--- src/dda_pkg.sv ---
// Shared constants and types of the line rasterizer.
package dda_pkg;

    localparam int REG_BITS       = 13;
    localparam int CFG_INDEX_BITS = 1;

    localparam logic [REG_BITS-1:0] WIDTH_RESET  = 13'd640;
    localparam logic [REG_BITS-1:0] HEIGHT_RESET = 13'd480;

    typedef enum logic [CFG_INDEX_BITS-1:0] {
        REG_SURFACE_WIDTH  = 1'b0,
        REG_SURFACE_HEIGHT = 1'b1
    } cfg_reg_t;

    // Control from the sequencer to the divider lanes.
    typedef struct packed {
        logic load;
        logic shift;
    } div_ctrl_t;

endpackage

--- src/dda_ifs.sv ---
// Request and pixel channel interfaces of the line rasterizer.
interface dda_req_if #(
    parameter int COORD_BITS = 13,
    parameter int COLOR_BITS = 32
);
    logic                         valid;
    logic                         ready;
    logic                         mode;
    logic signed [COORD_BITS-1:0] start_x;
    logic signed [COORD_BITS-1:0] start_y;
    logic signed [COORD_BITS-1:0] end_x;
    logic signed [COORD_BITS-1:0] end_y;
    logic [COLOR_BITS-1:0]        draw_color;

    modport source (
        output valid, mode, start_x, start_y, end_x, end_y, draw_color,
        input  ready
    );
    modport sink (
        input  valid, mode, start_x, start_y, end_x, end_y, draw_color,
        output ready
    );
endinterface

interface dda_pix_if #(
    parameter int COORD_BITS = 13,
    parameter int COLOR_BITS = 32
);
    logic                         valid;
    logic                         ready;
    logic signed [COORD_BITS-1:0] pixel_x;
    logic signed [COORD_BITS-1:0] pixel_y;
    logic [COLOR_BITS-1:0]        pixel_color;
    logic                         inside_res;
    logic                         final_pixel;

    modport source (
        output valid, pixel_x, pixel_y, pixel_color, inside_res, final_pixel,
        input  ready
    );
    modport sink (
        input  valid, pixel_x, pixel_y, pixel_color, inside_res, final_pixel,
        output ready
    );
endinterface

--- src/dda_line_rasterizer.sv ---
// Line rasterizer top level: start items set up a line, tick items emit pixels.
// A tick is answered by a pixel in the output register in the next cycle.
// Throughput: ticks are taken one per cycle while the pixel output keeps draining.
// A start item holds the request side closed while the two bit-serial dividers
// form the axis steps. Reset idles the block and sets the surface to 640 by 480.
module dda_line_rasterizer
    import dda_pkg::*;
#(
    parameter int COORD_BITS = 13,
    parameter int FRAC_BITS  = 20,
    parameter int COLOR_BITS = 32
) (
    input  logic                      clk,
    input  logic                      rst_n,
    dda_req_if.sink                   req,
    dda_pix_if.source                 pix,
    input  logic                      cfg_we,
    input  logic [CFG_INDEX_BITS-1:0] cfg_index,
    input  logic [REG_BITS-1:0]       cfg_wdata
);

    // Coordinate differences need one more bit than a coordinate. The
    // accumulator keeps two spare integer bits so that the rounding overshoot
    // of the steps never wraps it.
    localparam int MAG_BITS = COORD_BITS + 1;
    localparam int ACC_BITS = COORD_BITS + FRAC_BITS + 2;
    localparam int PIX_BITS = COORD_BITS + 2;
    localparam int CMP_BITS = (PIX_BITS - 1 > REG_BITS) ? PIX_BITS - 1 : REG_BITS;
    localparam int CNT_BITS = $clog2(FRAC_BITS + 1);
    localparam logic [CNT_BITS-1:0] CNT_LAST = CNT_BITS'(FRAC_BITS);

    typedef enum logic [2:0] {
        S_IDLE = 3'b001,
        S_DIV  = 3'b010,
        S_DRAW = 3'b100
    } state_t;

    // Control state.
    state_t              state_reg, state_next;
    logic [CNT_BITS-1:0] cnt_reg, cnt_next;
    logic                out_valid_reg, out_valid_next;
    logic [REG_BITS-1:0] surf_w_reg, surf_w_next;
    logic [REG_BITS-1:0] surf_h_reg, surf_h_next;

    // Line state and the output register.
    logic signed [ACC_BITS-1:0]   acc_x_reg, acc_x_next;
    logic signed [ACC_BITS-1:0]   acc_y_reg, acc_y_next;
    logic [MAG_BITS-1:0]          left_reg, left_next;
    logic [COLOR_BITS-1:0]        color_reg, color_next;
    logic signed [COORD_BITS-1:0] out_x_reg, out_x_next;
    logic signed [COORD_BITS-1:0] out_y_reg, out_y_next;
    logic [COLOR_BITS-1:0]        out_color_reg, out_color_next;
    logic                         out_inside_reg, out_inside_next;
    logic                         out_final_reg, out_final_next;

    // Start item decode.
    logic signed [MAG_BITS-1:0] dx, dy;
    logic [MAG_BITS-1:0]        abs_dx, abs_dy, span;

    // Divider lanes.
    div_ctrl_t           div_ctrl;
    logic [ACC_BITS-1:0] step_x, step_y;
    logic                cin_x, cin_y;

    // Current pixel position, truncated toward zero.
    logic signed [PIX_BITS-1:0] px, py;
    logic                       pix_inside;

    logic req_acc;
    logic start_acc;
    logic tick_draw;

    function automatic logic signed [PIX_BITS-1:0] trunc_acc(
        input logic signed [ACC_BITS-1:0] acc
    );
        logic signed [PIX_BITS-1:0] flr;
        logic                       adj;
        flr = acc[ACC_BITS-1:FRAC_BITS];
        adj = acc[ACC_BITS-1] & (acc[FRAC_BITS-1:0] != '0);
        return flr + PIX_BITS'(adj);
    endfunction

    function automatic logic axis_inside(
        input logic signed [PIX_BITS-1:0] p,
        input logic [REG_BITS-1:0]        lim
    );
        return ~p[PIX_BITS-1] & (CMP_BITS'(p[PIX_BITS-2:0]) < CMP_BITS'(lim));
    endfunction

    // A request is taken unless the dividers are busy or a finished pixel is
    // still waiting in the output register with no taker this cycle.
    assign req.ready = (state_reg != S_DIV) && (!out_valid_reg || pix.ready);
    assign req_acc   = req.valid && req.ready;
    assign start_acc = req_acc && !req.mode;
    assign tick_draw = req_acc && req.mode && (state_reg == S_DRAW);

    // The step count is the larger absolute axis difference.
    always_comb
    begin
        dx     = MAG_BITS'(req.end_x) - MAG_BITS'(req.start_x);
        dy     = MAG_BITS'(req.end_y) - MAG_BITS'(req.start_y);
        abs_dx = dx[MAG_BITS-1] ? -dx : dx;
        abs_dy = dy[MAG_BITS-1] ? -dy : dy;
        span   = (abs_dx < abs_dy) ? abs_dy : abs_dx;
    end

    assign div_ctrl.load  = start_acc;
    assign div_ctrl.shift = (state_reg == S_DIV);

    dda_step_div #(
        .MAG_BITS  (MAG_BITS),
        .FRAC_BITS (FRAC_BITS),
        .ACC_BITS  (ACC_BITS)
    ) u_div_x (
        .clk      (clk),
        .ctrl     (div_ctrl),
        .mag      (abs_dx),
        .divisor  (span),
        .neg      (dx[MAG_BITS-1]),
        .step_add (step_x),
        .step_cin (cin_x)
    );

    dda_step_div #(
        .MAG_BITS  (MAG_BITS),
        .FRAC_BITS (FRAC_BITS),
        .ACC_BITS  (ACC_BITS)
    ) u_div_y (
        .clk      (clk),
        .ctrl     (div_ctrl),
        .mag      (abs_dy),
        .divisor  (span),
        .neg      (dy[MAG_BITS-1]),
        .step_add (step_y),
        .step_cin (cin_y)
    );

    always_comb
    begin
        px         = trunc_acc(acc_x_reg);
        py         = trunc_acc(acc_y_reg);
        pix_inside = axis_inside(px, surf_w_reg) & axis_inside(py, surf_h_reg);
    end

    // The user must write the configuration only while the block is idle; the block itself does not enforce it.
    always_comb
    begin
        surf_w_next = surf_w_reg;
        surf_h_next = surf_h_reg;
        if (cfg_we)
        begin
            case (cfg_index)
                REG_SURFACE_WIDTH:  surf_w_next = cfg_wdata;
                REG_SURFACE_HEIGHT: surf_h_next = cfg_wdata;
                default:            surf_w_next = surf_w_reg;
            endcase
        end
    end

    // Sequencer and line state. A start always wins over a line in progress,
    // which is simply dropped. A tick while idle is taken and produces nothing.
    always_comb
    begin
        state_next      = state_reg;
        cnt_next        = cnt_reg;
        acc_x_next      = acc_x_reg;
        acc_y_next      = acc_y_reg;
        left_next       = left_reg;
        color_next      = color_reg;
        out_valid_next  = out_valid_reg && !pix.ready;
        out_x_next      = out_x_reg;
        out_y_next      = out_y_reg;
        out_color_next  = out_color_reg;
        out_inside_next = out_inside_reg;
        out_final_next  = out_final_reg;

        case (state_reg)
            S_DIV:
            begin
                cnt_next = cnt_reg + CNT_BITS'(1);
                if (cnt_reg == CNT_LAST)
                begin
                    state_next = S_DRAW;
                end
            end
            S_IDLE, S_DRAW:
            begin
                if (start_acc)
                begin
                    state_next = S_DIV;
                    cnt_next   = '0;
                    acc_x_next = ACC_BITS'(req.start_x) <<< FRAC_BITS;
                    acc_y_next = ACC_BITS'(req.start_y) <<< FRAC_BITS;
                    left_next  = span;
                    color_next = req.draw_color;
                end
                else if (tick_draw)
                begin
                    out_valid_next  = 1'b1;
                    out_x_next      = px[COORD_BITS-1:0];
                    out_y_next      = py[COORD_BITS-1:0];
                    out_color_next  = color_reg;
                    out_inside_next = pix_inside;
                    out_final_next  = (left_reg == '0);
                    acc_x_next      = acc_x_reg + step_x + ACC_BITS'(cin_x);
                    acc_y_next      = acc_y_reg + step_y + ACC_BITS'(cin_y);
                    if (left_reg == '0)
                    begin
                        state_next = S_IDLE;
                    end
                    else
                    begin
                        left_next = left_reg - MAG_BITS'(1);
                    end
                end
            end
            default:
            begin
                state_next = S_IDLE;
            end
        endcase
    end

    always_ff @(posedge clk or negedge rst_n)
    begin
        if (!rst_n)
        begin
            state_reg     <= S_IDLE;
            cnt_reg       <= '0;
            out_valid_reg <= 1'b0;
            surf_w_reg    <= WIDTH_RESET;
            surf_h_reg    <= HEIGHT_RESET;
        end
        else
        begin
            state_reg     <= state_next;
            cnt_reg       <= cnt_next;
            out_valid_reg <= out_valid_next;
            surf_w_reg    <= surf_w_next;
            surf_h_reg    <= surf_h_next;
        end
    end

    always_ff @(posedge clk)
    begin
        acc_x_reg      <= acc_x_next;
        acc_y_reg      <= acc_y_next;
        left_reg       <= left_next;
        color_reg      <= color_next;
        out_x_reg      <= out_x_next;
        out_y_reg      <= out_y_next;
        out_color_reg  <= out_color_next;
        out_inside_reg <= out_inside_next;
        out_final_reg  <= out_final_next;
    end

    assign pix.valid       = out_valid_reg;
    assign pix.pixel_x     = out_x_reg;
    assign pix.pixel_y     = out_y_reg;
    assign pix.pixel_color = out_color_reg;
    assign pix.inside_res  = out_inside_reg;
    assign pix.final_pixel = out_final_reg;

endmodule

--- src/dda_step_div.sv ---
// Bit-serial restoring divider that forms one axis step of the line.
module dda_step_div
    import dda_pkg::*;
#(
    parameter int MAG_BITS  = 14,
    parameter int FRAC_BITS = 20,
    parameter int ACC_BITS  = 35
) (
    input  logic                clk,
    input  div_ctrl_t           ctrl,
    input  logic [MAG_BITS-1:0] mag,
    input  logic [MAG_BITS-1:0] divisor,
    input  logic                neg,
    output logic [ACC_BITS-1:0] step_add,
    output logic                step_cin
);

    logic [MAG_BITS-1:0]  rem_reg, rem_next;
    logic [MAG_BITS-1:0]  div_reg;
    logic [FRAC_BITS:0]   quo_reg, quo_next;
    logic                 neg_reg;
    logic [MAG_BITS:0]    diff;
    logic                 quo_bit;
    logic [MAG_BITS-1:0]  part_rem;
    logic [ACC_BITS-1:0]  mag_q;
    logic                 zero_len;
    logic                 round_up;

    // One quotient bit per cycle while ctrl.shift is high; the partial remainder
    // stays below the divisor, so doubling it never overflows.
    always_comb
    begin
        diff     = {1'b0, rem_reg} - {1'b0, div_reg};
        quo_bit  = ~diff[MAG_BITS];
        part_rem = quo_bit ? diff[MAG_BITS-1:0] : rem_reg;
        rem_next = {part_rem[MAG_BITS-2:0], 1'b0};
        quo_next = {quo_reg[FRAC_BITS-1:0], quo_bit};
    end

    always_ff @(posedge clk)
    begin
        if (ctrl.load)
        begin
            rem_reg <= mag;
            div_reg <= divisor;
            neg_reg <= neg;
            quo_reg <= '0;
        end
        else if (ctrl.shift)
        begin
            rem_reg <= rem_next;
            quo_reg <= quo_next;
        end
    end

    // The magnitude is rounded up when a remainder is left. A negative step is
    // sent as the one's complement with the carry folded into step_cin.
    always_comb
    begin
        mag_q    = ACC_BITS'(quo_reg);
        zero_len = (div_reg == '0);
        round_up = (rem_reg != '0);
        step_add = zero_len ? '0 : (neg_reg ? ~mag_q : mag_q);
        step_cin = ~zero_len & (neg_reg ^ round_up);
    end

endmodule

--- src/flat_wrapper.sv ---
// flat-port wrapper written by rule: the top's interface ports become plain ports
module dda_line_rasterizer_flat import dda_pkg::*;
#(
    parameter int COORD_BITS = 13,
    parameter int FRAC_BITS  = 20,
    parameter int COLOR_BITS = 32
)
  (clk, rst_n, cfg_we, cfg_index, cfg_wdata, req_valid, req_mode, req_start_x, req_start_y, req_end_x, req_end_y, req_draw_color, req_ready, pix_valid, pix_pixel_x, pix_pixel_y, pix_pixel_color, pix_inside_res, pix_final_pixel, pix_ready);
  dda_req_if #(.COORD_BITS(COORD_BITS), .COLOR_BITS(COLOR_BITS)) req_i ();
  dda_pix_if #(.COORD_BITS(COORD_BITS), .COLOR_BITS(COLOR_BITS)) pix_i ();
  input  logic clk;
  input  logic rst_n;
  input  logic cfg_we;
  input  logic [CFG_INDEX_BITS-1:0] cfg_index;
  input  logic [REG_BITS-1:0] cfg_wdata;
  input wire logic [$bits(req_i.valid)-1:0] req_valid;
  input wire logic [$bits(req_i.mode)-1:0] req_mode;
  input wire logic [$bits(req_i.start_x)-1:0] req_start_x;
  input wire logic [$bits(req_i.start_y)-1:0] req_start_y;
  input wire logic [$bits(req_i.end_x)-1:0] req_end_x;
  input wire logic [$bits(req_i.end_y)-1:0] req_end_y;
  input wire logic [$bits(req_i.draw_color)-1:0] req_draw_color;
  output wire logic [$bits(req_i.ready)-1:0] req_ready;
  output wire logic [$bits(pix_i.valid)-1:0] pix_valid;
  output wire logic [$bits(pix_i.pixel_x)-1:0] pix_pixel_x;
  output wire logic [$bits(pix_i.pixel_y)-1:0] pix_pixel_y;
  output wire logic [$bits(pix_i.pixel_color)-1:0] pix_pixel_color;
  output wire logic [$bits(pix_i.inside_res)-1:0] pix_inside_res;
  output wire logic [$bits(pix_i.final_pixel)-1:0] pix_final_pixel;
  input wire logic [$bits(pix_i.ready)-1:0] pix_ready;
  assign req_i.valid = req_valid;
  assign req_i.mode = req_mode;
  assign req_i.start_x = req_start_x;
  assign req_i.start_y = req_start_y;
  assign req_i.end_x = req_end_x;
  assign req_i.end_y = req_end_y;
  assign req_i.draw_color = req_draw_color;
  assign req_ready = req_i.ready;
  assign pix_valid = pix_i.valid;
  assign pix_pixel_x = pix_i.pixel_x;
  assign pix_pixel_y = pix_i.pixel_y;
  assign pix_pixel_color = pix_i.pixel_color;
  assign pix_inside_res = pix_i.inside_res;
  assign pix_final_pixel = pix_i.final_pixel;
  assign pix_i.ready = pix_ready;
  dda_line_rasterizer #(.COORD_BITS(COORD_BITS), .FRAC_BITS(FRAC_BITS), .COLOR_BITS(COLOR_BITS)) u_core (.clk(clk), .rst_n(rst_n), .req(req_i), .pix(pix_i), .cfg_we(cfg_we), .cfg_index(cfg_index), .cfg_wdata(cfg_wdata));
endmodule
--- config.mk ---
export PLATFORM = sky130hd
export DESIGN_NAME = dda_line_rasterizer_flat
export DESIGN_NICKNAME = d
export VERILOG_FILES = /design/src/dda_pkg.sv /design/src/dda_ifs.sv /design/src/dda_line_rasterizer.sv /design/src/dda_step_div.sv /design/src/flat_wrapper.sv
export SDC_FILE = /design/constraint.sdc
export NUM_CORES = 1
export LEC_CHECK = 0
export ABC_CLOCK_PERIOD_IN_PS = 4610
export BUFFER_PORTS_ARGS = -buffer_cell sky130_fd_sc_hd__buf_4
export CAP_MARGIN = 10
export CORE_MARGIN = 2
export CORE_UTILIZATION = 30
export CTS_CLUSTER_SIZE = 14
export DETAILED_ROUTE_END_ITERATION = 16
export PLACE_DENSITY_LB_ADDON = 0.2
export SYNTH_ARGS = -nofsm -noshare
export SYNTH_HDL_FRONTEND = slang
export SYNTH_SLANG_ARGS = --single-unit
export TNS_END_PERCENT = 50
--- constraint.sdc ---
create_clock -name clk -period 4.61 [get_ports clk]
set_input_delay 0.2305 -clock clk [delete_from_list [all_inputs] [get_ports clk]]
set_output_delay 0.2305 -clock clk [all_outputs]
set_load 0.02 [all_outputs]
==> flow_results.org <==
** Power and ir drop
- In this run the power density over the cells is 411 mW/mm².
- VDD IR max :: 0.210 mV
- In this run the static leakage power is 10.3 nW.
- The completed layout was analyzed and its total power is 10.3 mW.

** CTS
- Clock tree synthesis selected as its root buffer the cell sky130_fd_sc_hd__clkbuf_16.
- Clock latency on the worst-skew pair, taken at its later pin, is 0.56 ns.
- CTS built an H-tree with a depth of 2.
- Clock-pin slew was measured on the worst setup and hold paths at 0.06 ns.
- The clock passes through at most 3 buffers.
- For this design, the sink count on the clock tree is 297.
- TritonCTS built the clock tree.
- Number of clock buffers inserted by TritonCTS :: 39

** Timing
- At the pin with the least slew margin, the transition time is 0.928 ns.
- In the final timing run, aggregate negative setup slack is 0 ns.
- Setup violations remaining at the end of the flow were counted as 0.
- Of the available clock period, the critical path in the final layout requires 96.7%.
- Subtracting the final worst setup slack from the clock period gives 4.46 ns.
- Pins over their slew limit :: 0
- Relative slew margins :: 37.9%
- The clock arrives with 0.0242 ns of skew.
- Setup WS post-layout :: 0.151 ns
- Number of endpoints with negative hold slack in the final report :: 0
- Static timing analysis puts the maximum clock frequency at 0.224 GHz.
- Hold is met by 0.0407 ns.

** Yosys
- Yosys top cell by area :: sky130_fd_sc_hd__edfxtp_1
- Flip-flop and latch count after synthesis :: 297
- After synthesis the cells add up to 0.0197 mm².
- Share of flip-flops with an asynchronous set or reset :: 11.8%
- Area share of the largest cell type after synthesis :: 33.6%
- Average cell area after synthesis :: 9.61 µm²
- The number of nets handed over by synthesis was 2323.
- Synthesis handed over a netlist of 2045 instances.
- Prevailing post-synth register cell :: sky130_fd_sc_hd__edfxtp_1
- By area the synthesized netlist is led by sky130_fd_sc_hd__edfxtp_1 (34%), sky130_fd_sc_hd__ha_1 (11%), sky130_fd_sc_hd__xnor2_1 (5.5%).
- Sequential cell area fraction in the yosys report :: 42.4%
- Cell variety after synth :: 78
- Number of flops mapped to enable cells by yosys :: 220
- Yosys printed 0 warnings.

** Global route
- The first global-routing pass estimated 90000 µm of wire.
- Entering global routing, the biggest net connects 72 pins.
- Across every metal layer, demand over resource in global routing totals 16.7%.
- Overflow left after global routing :: 0
- Initial antenna violation count :: 1
- Number of global-route vias before repair :: 16.3k

** Final layout
- For this run, the post-layout net count is 2658.
- The library cell used most frequently in the layout, excluding fill and tap cells, is sky130_fd_sc_hd__buf_4.
- Fraction of layout instances using a drive strength above 1 :: 18.5%
- Final Core Density :: 38.8%
- From synthesis to final layout, the design area changed by 27.5%.
- Number of fill cells :: 6351
- Commonest cells after routing, fill and taps aside :: sky130_fd_sc_hd__buf_4 (291), sky130_fd_sc_hd__edfxtp_1 (220), sky130_fd_sc_hd__nand2_1 (204)
- Count of inserted antenna diode cells :: 0

** Detailed routing
- Initial DRC Count :: 1052
- Routed Antenna Nets :: 0
- Per-cell via count in the routed design :: 5.01
- Via count :: 16.4k
- After detailed routing, the total wire length is 57400 µm.
- In the final routed layout, each cell accounts on average for 17.6 µm.
- The first detailed-routing pass took 5 iterations.
- In the routed design, unresolved DRC markers number 0.

** Hold path
- Worst min-delay path class :: in2reg
- The startpoint identified for the worst hold timing path is req_start_x[8].

** Floorplan
- The floorplan step defined a core boundary enclosing 0.0646 mm².
- From left edge to right edge, the die measures 260 µm.
- The initial utilization of the core area, before any placement, comes to 30.4%.
- Height of the die :: 260 µm
- Number of top-level pins :: 166
- Die area :: 0.0676 mm²
- Core Rows :: 93

** Setup path
- Largest stage delay, worst path :: 0.59 ns
- The worst register-to-register path begins at u_core.u_div_x.div_reg[0].
- Critical path startpoint category :: primary input
- Arr. time, crit path :: 4.72 ns
- The slowest stage of the critical path is the sky130_fd_sc_hd__or4_4 cell.
- The critical path starts at req_start_y[3].
- Traced cell by cell, the critical path runs through dlygate4sd3_1, buf_4, inv_1, ha_4, or4_1, o21ba_4, xor2_4, a2111oi_4, nand4b_1, or4_4, ha_4, or4_4, o22ai_4, buf_12, buf_4, and2_1, o31ai_1.
- For the worst setup path, the data required time is 4.87 ns.
- In this run the worst path has a maximum fanout of 8.
- Endpoint class of the critical path :: flop
- Worst setup path class :: in2reg

** Placed design
- # port buffers :: 165
- Detailed placement finished with a half-perimeter wire length of 43400 µm.
- Placer congestion estimate :: 0.897
- Worst slack at placement :: -0.135 ns

** Run
- The tool flagged a number of max-cap violations equal to 0.

** Run status
- The run finished with clean final reports.
==> synth_stat cells (8+ instances only) <==
library cell and n:
sky130_fd_sc_hd__a211o_1 8, sky130_fd_sc_hd__a211oi_1 21, sky130_fd_sc_hd__a21o_1 47, sky130_fd_sc_hd__a21oi_1 131
sky130_fd_sc_hd__a31oi_1 20, sky130_fd_sc_hd__and2_1 14, sky130_fd_sc_hd__and3_1 20, sky130_fd_sc_hd__buf_1 12
sky130_fd_sc_hd__clkbuf_1 55, sky130_fd_sc_hd__dfrtp_1 28, sky130_fd_sc_hd__dfxtp_1 42, sky130_fd_sc_hd__edfxtp_1 220
sky130_fd_sc_hd__fa_1 8, sky130_fd_sc_hd__ha_1 166, sky130_fd_sc_hd__inv_1 118, sky130_fd_sc_hd__mux2_2 19
sky130_fd_sc_hd__mux2i_1 20, sky130_fd_sc_hd__nand2_1 205, sky130_fd_sc_hd__nand2b_1 21, sky130_fd_sc_hd__nand3_1 40
sky130_fd_sc_hd__nand4_1 18, sky130_fd_sc_hd__nor2_1 193, sky130_fd_sc_hd__nor2b_1 24, sky130_fd_sc_hd__nor3_1 33
sky130_fd_sc_hd__nor4_1 26, sky130_fd_sc_hd__o211ai_1 18, sky130_fd_sc_hd__o21a_1 30, sky130_fd_sc_hd__o21ai_0 141
sky130_fd_sc_hd__o21bai_1 16, sky130_fd_sc_hd__o31a_1 9, sky130_fd_sc_hd__o31ai_1 17, sky130_fd_sc_hd__or3_1 16
sky130_fd_sc_hd__or4_1 8, sky130_fd_sc_hd__xnor2_1 123, sky130_fd_sc_hd__xor2_1 62
==> metrics by stage <==
step | instance area [µm²] | cells
6_report | 25100 | 3266
5_1_grt | 25100 | 3266
4_1_cts | 24700 | 3256
3_5_place_dp | 22800 | 3122
3_3_place_gp | 22800 | 3122
2_1_floorplan | 19700 | 2045
==> routing by layer <==
| metal | up-vias | global-route usage, % | wire length (µm) |
|---|---|---|---|
| met5 | - | 0 | 0 |
| met4 | 0 | 3.70 | 984 |
| met3 | 61 | 2.27 | 2850 |
| met2 | 376 | 27.5 | 26000 |
| met1 | 7826 | 23.2 | 27600 |
| li1 | 8101 | - | - |
==> final cells by class <==
cell class                      instances  area [µm²]  share of cell area [%]
Multi-Input combinational cell       1562       11000                    43.7
Timing Repair Buffer                  361        2950                    11.8
Inverter                              119         455                    1.82
Sequential cell                       297        8330                    33.2
Clock buffer                           52        1080                    4.33
Clock inverter                         20         218                   0.868
Tap cell                              855        1070                    4.27
==> cells by family (layout without fill, tap and decap cells) <==
logic type,Yosys count,count (layout),share of synthesized area (%)
buffers and inverters,186,552,3.55
multiplexers,41,41,2.28
flip-flops,297,297,42.4
XOR/XNOR,186,186,8.32
adder cells (fa/ha/maj),174,174,11.4
AO/OA/AOI/OAI,513,513,16.6
AND/OR/NAND/NOR,648,648,15.4
==> critical path, delay by kind of cell <==
kind            cells  cell delay, ns
simple gates        5            1.94
compound gates      4            0.93
fa+ha+maj           2            0.34
xor+xnor            1            0.18
buf+inv             5            1.07
==> final timing paths <==
path / end / slack [ns] / depth (start not counted)
min in group asynchronous: u_core.surf_h_reg[0] / 0.24 / 2
worst max-delay path: u_core.left_reg[3] / 0.15 / 17
worst max register to register: u_core.acc_y_reg[32] / 0.17 / 17
worst min register to register: u_core.pix.pixel_color[6] / 0.41 / 0
max in group asynchronous: u_core.state_reg[0] / 3.98 / 2
worst min-delay path: u_core.acc_x_reg[28] / 0.04 / 3
==> report_power, final <==
part / switching [mW] / internal (mW)
clock network: 1.22 / 1.89
logic: 2.04 / 1.75
registers: 0.167 / 3.24
total: 3.43 / 6.88
==> repair_timing <==
action	CTS	global route
gates cloned	0	1
gates resized for setup	1	57
setup endpoints to repair	1	43
hold buffers	62	0
pin swaps	0	10
endpoints found under the hold margin	102	0
setup buffers	0	9
(Power assumes the default switching activity.)
